==> config.mk <==
export PLATFORM = sky130hd
export DESIGN_NAME = ppc_core
export DESIGN_NICKNAME = d
export VERILOG_FILES = /design/src/rtl/ppc_pkg.sv /design/src/rtl/ppc_core.sv
export SDC_FILE = /design/constraint.sdc
export NUM_CORES = 1
export LEC_CHECK = 0
export BUFFER_PORTS_ARGS = -buffer_cell sky130_fd_sc_hd__buf_2
export CAP_MARGIN = 0
export CORE_MARGIN = 1
export CORE_UTILIZATION = 55
export CTS_CLUSTER_DIAMETER = 100
export DETAILED_ROUTE_END_ITERATION = 12
export PLACE_DENSITY = 0.78
export SETUP_SLACK_MARGIN = 0.05
export SLEW_MARGIN = 40
export SYNTH_ARGS = -nofsm -noshare
export SYNTH_HDL_FRONTEND = slang
export SYNTH_SLANG_ARGS = --single-unit
==> constraint.sdc <==
create_clock -name clk -period 6.6 [get_ports clk]
set_clock_uncertainty 0.05 [all_clocks]
set_input_delay 1.32 -clock clk [delete_from_list [all_inputs] [get_ports clk]]
set_output_delay 1.32 -clock clk [all_outputs]
set_load 0.03 [all_outputs]
==> src/rtl/ppc_pkg.sv <==
`timescale 1ns / 1ps

package ppc_pkg;

	localparam int unsigned PACKAGE_BYTES = 1024;
	localparam int unsigned HEADER_BYTES  = 16;
	localparam int unsigned MAX_PAYLOAD   = PACKAGE_BYTES - HEADER_BYTES;
	localparam int unsigned CNT_W         = $clog2(PACKAGE_BYTES) + 1;
	localparam int unsigned QUEUE_DEPTH   = 4;
	localparam int unsigned QPTR_W        = $clog2(QUEUE_DEPTH);
	localparam int unsigned QCNT_W        = QPTR_W + 1;

	localparam logic [31:0] PKG_MAGIC  = 32'h3176_4750;
	localparam logic [31:0] CRC_POLY   = 32'h0000_1021;
	localparam logic [31:0] TYPE_RESET = 32'h0000_0003;
	localparam logic [9:0]  LEN_RESET  = 10'd1008;

	localparam logic [1:0] REG_EXPECTED_TYPE = 2'd0;
	localparam logic [1:0] REG_MAX_LENGTH    = 2'd1;

	typedef enum logic [1:0] {
		PH_IDLE    = 2'd0,
		PH_HEADER  = 2'd1,
		PH_PAYLOAD = 2'd2,
		PH_DONE    = 2'd3
	} phase_t;

	typedef enum logic [2:0] {
		V_OK     = 3'd0,
		V_MAGIC  = 3'd1,
		V_TYPE   = 3'd2,
		V_LENGTH = 3'd3,
		V_CRC    = 3'd4
	} verdict_t;

	typedef struct packed {
		logic       kind;
		logic [7:0] value;
		logic [2:0] verdict;
		logic       final_item;
	} result_t;

	typedef struct packed {
		logic [1:0] count;
		result_t    first;
		result_t    second;
	} push_t;

	function automatic logic [31:0] crc_feed(input logic [31:0] c_in, input logic [7:0] b);
		logic [31:0] c;
		c = c_in ^ {16'd0, b, 8'd0};
		for (int k = 0; k < 8; k++) begin
			if (c[15]) begin
				c = (c << 1) ^ CRC_POLY;
			end else begin
				c = c << 1;
			end
		end
		return c;
	endfunction

endpackage

==> src/rtl/ppc_core.sv <==
`timescale 1ns / 1ps

module ppc_core import ppc_pkg::*; (
	input  logic        clk,
	input  logic        arst_n,
	input  logic        accept,
	input  logic        first_byte,
	input  logic [7:0]  package_byte,
	input  logic        cfg_write_en,
	input  logic [1:0]  cfg_index,
	input  logic [31:0] cfg_data,
	output push_t       push
);

	phase_t            phase_q, phase_d;
	logic [CNT_W-1:0]  cnt_q, cnt_d;
	logic [31:0]       word_q, word_d;
	logic [9:0]        len_q, len_d;
	logic [31:0]       ecrc_q, ecrc_d;
	logic [31:0]       crc_q, crc_d;
	logic [31:0]       type_q;
	logic [9:0]        maxlen_q;

	always_ff @(posedge clk or negedge arst_n) begin
		if (!arst_n) begin
			type_q   <= TYPE_RESET;
			maxlen_q <= LEN_RESET;
		end else if (cfg_write_en) begin
			case (cfg_index)
				REG_EXPECTED_TYPE: type_q   <= cfg_data;
				REG_MAX_LENGTH:    maxlen_q <= cfg_data[9:0];
				default: ;
			endcase
		end
	end

	always_ff @(posedge clk or negedge arst_n) begin
		if (!arst_n) begin
			phase_q <= PH_IDLE;
			cnt_q   <= '0;
			word_q  <= '0;
			len_q   <= '0;
			ecrc_q  <= '0;
			crc_q   <= '0;
		end else if (accept) begin
			phase_q <= phase_d;
			cnt_q   <= cnt_d;
			word_q  <= word_d;
			len_q   <= len_d;
			ecrc_q  <= ecrc_d;
			crc_q   <= crc_d;
		end
	end

	always_comb begin
		result_t vitem;
		phase_d = phase_q;
		cnt_d   = cnt_q;
		word_d  = word_q;
		len_d   = len_q;
		ecrc_d  = ecrc_q;
		crc_d   = crc_q;
		push    = '0;
		vitem   = '0;
		vitem.kind       = 1'b1;
		vitem.final_item = 1'b1;

		if (first_byte) begin
			phase_d = PH_HEADER;
			cnt_d   = '0;
			word_d  = '0;
			len_d   = '0;
			ecrc_d  = '0;
			crc_d   = '0;
		end

		case (phase_d)
			PH_HEADER: begin
				word_d = {package_byte, word_d[31:8]};
				cnt_d  = cnt_d + 1'b1;
				if (cnt_d[1:0] == 2'd0) begin
					if (cnt_d == CNT_W'(4)) begin
						if (word_d != PKG_MAGIC) begin
							vitem.verdict = V_MAGIC;
							push.count    = 2'd1;
							push.first    = vitem;
							phase_d       = PH_DONE;
						end
					end else if (cnt_d == CNT_W'(8)) begin
						if (word_d != type_q) begin
							vitem.verdict = V_TYPE;
							push.count    = 2'd1;
							push.first    = vitem;
							phase_d       = PH_DONE;
						end
					end else if (cnt_d == CNT_W'(12)) begin
						if (word_d > {22'd0, maxlen_q} || word_d > 32'(MAX_PAYLOAD)) begin
							vitem.verdict = V_LENGTH;
							push.count    = 2'd1;
							push.first    = vitem;
							phase_d       = PH_DONE;
						end else begin
							len_d = word_d[9:0];
						end
					end else if (cnt_d >= CNT_W'(HEADER_BYTES)) begin
						ecrc_d  = word_d;
						cnt_d   = '0;
						crc_d   = '0;
						phase_d = PH_PAYLOAD;
						if (len_d == 10'd0) begin
							vitem.verdict = (word_d == 32'd0) ? V_OK : V_CRC;
							push.count    = 2'd1;
							push.first    = vitem;
							phase_d       = PH_DONE;
						end
					end
				end
			end
			PH_PAYLOAD: begin
				push.count       = 2'd1;
				push.first.value = package_byte;
				crc_d = crc_feed(crc_d, package_byte);
				cnt_d = cnt_d + 1'b1;
				if (cnt_d >= {{(CNT_W-10){1'b0}}, len_d}) begin
					vitem.verdict = (crc_d == ecrc_d) ? V_OK : V_CRC;
					push.count    = 2'd2;
					push.second   = vitem;
					phase_d       = PH_DONE;
				end
			end
			default: ;
		endcase

		if (!accept) begin
			push.count = 2'd0;
		end
	end

endmodule

==> results of run 1 <==
## worst max-delay path: cells and delay by family
| family | cells | cell delay [ps] |
|---|---|---|
| compound gates | 5 | 1210 |
| fa+ha+maj | 2 | 580 |
| simple gates | 4 | 670 |
| mux | 1 | 380 |
| buf+inv | 2 | 430 |
## final cells by class
type	instances	area (sq um)
Clock buffer	19	433
Clock inverter	13	154
Fill cell	1298	5970
Inverter	36	135
Multi-Input combinational cell	687	5040
Sequential cell	145	3640
Tap cell	216	270
Timing Repair Buffer	78	470
## worst max-delay path by stage
stage | start | to | slack [ps] | cells past startpoint
after floorplan | first_byte | push[12] | 70 | 20
after global placement | first_byte | push[3] | 760 | 11
after detailed placement | first_byte | push[26] | 700 | 14
after CTS | first_byte | push[26] | 700 | 14
after global routing | first_byte | push[26] | 490 | 14
final | first_byte | push[26] | 620 | 14
## power breakdown
| part | internal [W] | switching, W | leakage (nW) | total, W |
|---|---|---|---|---|
| combinational | 0.000342 | 0.000430 | 1.98 | 0.000773 |
| sequential | 0.00102 | 0.000195 | 1.90 | 0.00121 |
| clock | 0.000565 | 0.000405 | 0.290 | 0.000971 |
## flip-flops by register name, indices dropped and copies added, names as in the netlist
| signal | cells |
|---|---|
| maxlen_q | 10 |
| phase_q | 2 |
| crc_q | 24 |
| type_q | 32 |
| ecrc_q | 32 |
| word_q | 24 |
| len_q | 10 |
| cnt_q | 11 |
## routing by layer
layer	global-route usage (%)	up-vias
met2	42.3	305
li1	-	3534
met4	9.24	0
met5	0	-
met3	4.67	45
met1	39.8	3726
## synth_stat cells, types with 31 or more instances
| library cell | number |
|---|---|
| sky130_fd_sc_hd__a22o_1 | 31 |
| sky130_fd_sc_hd__a31oi_1 | 33 |
| sky130_fd_sc_hd__clkbuf_1 | 50 |
| sky130_fd_sc_hd__dfrtp_1 | 137 |
| sky130_fd_sc_hd__inv_1 | 35 |
| sky130_fd_sc_hd__mux2_2 | 43 |
| sky130_fd_sc_hd__nand2_1 | 42 |
| sky130_fd_sc_hd__nor2_1 | 52 |
| sky130_fd_sc_hd__nor2b_1 | 39 |
| sky130_fd_sc_hd__o21ai_0 | 42 |
| sky130_fd_sc_hd__o2bb2ai_1 | 54 |
| sky130_fd_sc_hd__xnor2_1 | 61 |
## through the flow
| step | hold WS (ps) | total power (W) | instances |
|---|---|---|---|
| 2_1_floorplan | 421 | 0.00176 | 957 |
| 3_3_place_gp | 437 | 0.00196 | 1161 |
| 3_5_place_dp | 443 | 0.00198 | 1161 |
| 4_1_cts | 458 | 0.00295 | 1193 |
| 5_1_grt | 485 | 0.00310 | 1194 |
| 6_report | 456 | 0.00296 | 1194 |
## kinds of logic after synthesis
logic type               after synthesis  synth area share (%)
AO/OA/AOI/OAI                        272                  22.1
XOR/XNOR                              80                  7.78
adder cells (fa/ha/maj)               23                  3.13
buffers and inverters                125                  6.20
flip-flops                           145                  39.5
multiplexers                          45                  5.48
other                                  1                0.0408
AND/OR/NAND/NOR                      257                  15.7
==> results.toml, run 1 <==
[run_status]
run_status = "completed"

[finish]
area_growth_syn_to_layout_pct = 10.3
most_frequent_cells_in_the_layout = "137 x sky130_fd_sc_hd__dfrtp_1, 62 x sky130_fd_sc_hd__buf_2, 61 x sky130_fd_sc_hd__xnor2_1"
layout.cells.most_common = "sky130_fd_sc_hd__dfrtp_1"
layout.nets = 1035
proportion_of_layout_cells_with_a_drive_suffix_above_1_pct = 18.5
antenna_cells = 0
final_design_area_no_fill_sq_mm = 0.0101
final_core_utilization_pct = 63.0

[global_routing]
antenna_violations_before_repair = 0
grt_first_pass_wirelength_um = 37800
grt_pass1_vias = 6958
overflow = 0
maximum_number_of_pins_on_one_net_before_global_route_repair = 106
grt_usage_pct = 27.6

[sta]
final-setup-viol-count = 0
rsz0062_at_grt = "false"
slew_headroom_pct = 50.5
finalHoldViolCount = 0
worst-slew-pin-transition_ps = 738
worst_slack_ps = 623
report.final.slew_viol_count = 0
finalCriticalPeriod_ps = 5980
tns_ps = 0
layout_worst_path_cycle_share_pct = 90.6
fmaxAchievable_ghz = 0.167

[detailed_routing]
detail_route.drc_violations = 0
route.layer.met1.wl_um = 10600
vias = 7610
maxUsedRoutingLayer = "met4"
first_iter_violations = 823
ant_nets = 0
finalWirelength_um = 23400
routed_wire_length_per_instance_um = 19.6
post_detailed_route_via_to_cell_ratio = 6.37
met2_wirelength_um = 10900
met3WireLength_um = 1420
drt-pass1-iter-count = 6

[setup_path]
max_incr_delay_on_cp_ps = 410
worstSetupPathType = "input port to primary output"
worstReg2RegStart = "cnt_q[0]"
critical-path-slowest-cell = "sky130_fd_sc_hd__a2111oi_0"
worstRegToRegCells = 10
critPathMaxFanout = 43
most_used_cell_cp = "sky130_fd_sc_hd__ha_1"
timing.critical_path.required_ps = 5230
worst_r2r_endpoint = "len_q[0]"
critPathArrivalTime_ps = 4610
rrSetupSlack_ps = 2810
crit_chain = "buf_4, nor2b_1, ha_1, nand2_1, nor3_1, mux2_2, ha_1, a2111oi_0, o21ai_0, a311o_1, o22ai_1, a31oi_1, nor2_2, buf_2"
worst_setup_path_end_kind = "primary output"
startpoint_type = "input port"

[floorplan]
fp.dieArea_sq_mm = 0.0172
ios = 75
die_h_um = 131
fp.coreArea_sq_mm = 0.0161
number_of_rows_created_at_floorplan = 46
die_w_um = 131
initial_utilization_pct = 57.1

[pwr]
p_leak_nw = 4.17
power_density_mw_per_mm2 = 291
ir_worst_vdd_v = 0.000234

[yosys]
syn_avg_cell_area_sq_um = 9.70
synth_top_flop_cell = "sky130_fd_sc_hd__dfrtp_1"
synth-seq-cells = 145
syn-cell-area_sq_mm = 0.00920
synth.lib_cells_used.distinct = 79
ys_async_sr_fraction_pct = 100
synth_edf_count = 0
leading_cell_types_by_total_area_after_synthesis = "sky130_fd_sc_hd__dfrtp_1 37%, sky130_fd_sc_hd__xnor2_1 5.8%, sky130_fd_sc_hd__mux2_2 5.3%"
seq_area_frac_synth_pct = 39.5
portion_of_synthesized_cell_area_occupied_by_the_leading_cell_type_pct = 37.3
synthesis.yosys.warnings = 0
cell_taking_the_most_area_after_synthesis = "sky130_fd_sc_hd__dfrtp_1"
syn_inst = 948

[cts]
insertion_delay_ps = 430
cts.sinks = 145
postCtsSetupRepairBufs = 0
cts_tree = "done"
post_cts_resize_count = 0
h_tree_lvls = 4
cts-root-to-sink-buffers = 2
cts_root_buffer = "sky130_fd_sc_hd__clkbuf_16"
postCtsHoldBufs = 0
cts-buffers-inserted = 17
cts.clk_slew.worst_paths_ps = 60

[worst_hold_path]
timing.hold.worst.start = "crc_q[20]"
worst_hold_path_type = "flip-flop to flip-flop"
whs_path_depth = 1
whs_endpoint = "crc_q[20]"

[placed_design]
placement.setup.worst_slack_ps = 698
placedInstanceArea_sq_mm = 0.00953
port_buffers = 64
detailed_placer_s_ending_hpwl_um = 16100
place_congestion = 0.858

[flow_run]
maxCapViolations = 0
Note: power is estimated with default switching activity, not from simulation.
==> run 2, diff against run 1 <==
GPL_TIMING_DRIVEN = 1   (was unset)
RECOVER_POWER = 50   (was unset)
==> results.toml, run 2 (synthesis results as in run 1) <==
[pwr]
power.share.clock_pct = 32.8
pwr-share-comb_pct = 26.1
p_leak_nw = 4.15
power.share.sequential_pct = 41.1
p_int_w = 0.00193
power_switching_share_pct = 34.8
ir_worst_vdd_v = 0.000234
switching_component_of_the_power_w = 0.00103
power_w = 0.00295
power_density_mw_per_mm2 = 291

[setup_path]
most_used_cell_cp = "sky130_fd_sc_hd__ha_1"
worstSetupPathType = "input port to primary output"
rrSetupSlack_ps = 2780
path_buf_inv = 2
critPathMaxFanout = 43
max_incr_delay_on_cp_ps = 400
timing.critical_path.required_ps = 5230
worst_setup_path_end_kind = "primary output"
worstReg2RegStart = "cnt_q[0]"
crit_family = "compound AO/OA/AOI/OAI gates"
crit_chain = "buf_4, nor2b_1, ha_1, nand2_1, nor3_1, mux2_2, ha_1, a2111oi_0, o21ai_0, a311o_1, o22ai_1, a31oi_1, nor2_2, buf_2"
critPathArrivalTime_ps = 4600
worstRegToRegCells = 10
startpoint_type = "input port"
worst_r2r_endpoint = "len_q[0]"
critical-path-slowest-cell = "sky130_fd_sc_hd__a2111oi_0"

[sta]
finalCriticalPeriod_ps = 5970
rsz0062_at_grt = "false"
worst-slew-pin-transition_ps = 2370
hold-worst-slack_ps = 454
fmaxAchievable_ghz = 0.167
report.final.slew_viol_count = 119
final-setup-viol-count = 0
finalHoldViolCount = 0
layout_worst_path_cycle_share_pct = 90.5
slew_headroom_pct = -58.3
tns_ps = 0

[detailed_routing]
first_iter_violations = 802
finalWirelength_um = 23300
routed_wire_length_per_instance_um = 19.6
ant_nets = 0
post_detailed_route_via_to_cell_ratio = 6.35
detail_route.drc_violations = 0
drt-pass1-iter-count = 6
vias = 7576

[finish]
most_frequent_cells_in_the_layout = "137 x sky130_fd_sc_hd__dfrtp_1, 62 x sky130_fd_sc_hd__buf_2, 61 x sky130_fd_sc_hd__xnor2_1"
finish.cell_count_without_fillers = 1194
area_growth_syn_to_layout_pct = 10.1
layout.nets = 1035
proportion_of_layout_cells_with_a_drive_suffix_above_1_pct = 18.2
largestRegisters = "ecrc_q x32, type_q x32"
antenna_cells = 0
layout.cells.most_common = "sky130_fd_sc_hd__dfrtp_1"
final_core_utilization_pct = 62.8

[floorplan]
die_w_um = 131
fp.coreArea_sq_mm = 0.0161
fp.dieArea_sq_mm = 0.0172
initial_utilization_pct = 57.1
number_of_rows_created_at_floorplan = 46
die_h_um = 131
ios = 75

[global_routing]
maximum_number_of_pins_on_one_net_before_global_route_repair = 106
grt_usage_pct = 27.6
overflow = 0
grt_first_pass_wirelength_um = 37800
grt_pass1_vias = 6958
antenna_violations_before_repair = 0

[cts]
cts.sinks = 145
h_tree_lvls = 4
cts_root_buffer = "sky130_fd_sc_hd__clkbuf_16"
cts-buffers-inserted = 17
cts.clk_slew.worst_paths_ps = 60
postCtsSetupRepairBufs = 0
postCtsHoldBufs = 0
insertion_delay_ps = 430
cts-root-to-sink-buffers = 2
post_cts_resize_count = 0
cts_tree = "done"

[placed_design]
detailed_placer_s_ending_hpwl_um = 16100
place_congestion = 0.858
placed_cells = 1161
port_buffers = 64

[worst_hold_path]
whs_endpoint = "crc_q[20]"
worst_hold_path_type = "flip-flop to flip-flop"
timing.hold.worst.start = "crc_q[20]"
whs_path_depth = 1

[run_status]
run_status = "finished with violations"
violations_in_the_final_reports = "max-capacitance violations, max-slew violations"

[flow_run]
maxCapViolations = 3
[run 2: per-stage QoR]
stage                     cell area (sq um)  worst slack, ps
final                                 10100              625
after global routing                  10100              490
after CTS                             10100              698
after detailed placement               9530              698
after global placement                 9530              764
after floorplan                        9240             65.7
[run 2: layout make-up]
| cell class | instances | area [sq um] |
|---|---|---|
| fillers | 1302 | 5990 |
| multi-input cells | 687 | 5040 |
| flip-flops and latches | 145 | 3640 |
| repair buffers | 78 | 452 |
| clock buffers | 19 | 433 |
| well taps | 216 | 270 |
| clock inverters | 13 | 154 |
| inverters | 36 | 135 |
[run 2: power by group through the flow]
stage	sequential [W]	clock [W]	combinational, W
after CTS	0.00121	0.000979	0.000765
after global placement	0.00122	0	0.000744
after global routing	0.00123	0.00102	0.000847
after detailed placement	0.00122	0	0.000759
after floorplan	0.00111	0	0.000654
final	0.00121	0.000968	0.000771
[run 2: how the worst max path moves through the flow]
stage | from | endpoint | slack (ps) | cells past startpoint
after floorplan | first_byte | push[12] | 70 | 20
after global placement | first_byte | push[3] | 760 | 11
after detailed placement | first_byte | push[26] | 700 | 14
after CTS | first_byte | push[26] | 700 | 14
after global routing | first_byte | push[26] | 490 | 14
final | first_byte | push[26] | 630 | 14
[run 2: routing by layer]
| metal | global-route usage (%) | vias to the layer above | part of all wire [%] |
|---|---|---|---|
| met5 | 0 | - | 0 |
| met2 | 42.3 | 320 | 47 |
| met1 | 39.8 | 3694 | 45 |
| met4 | 9.24 | 0 | 1.9 |
| met3 | 4.67 | 33 | 6.8 |
| li1 | - | 3529 | - |
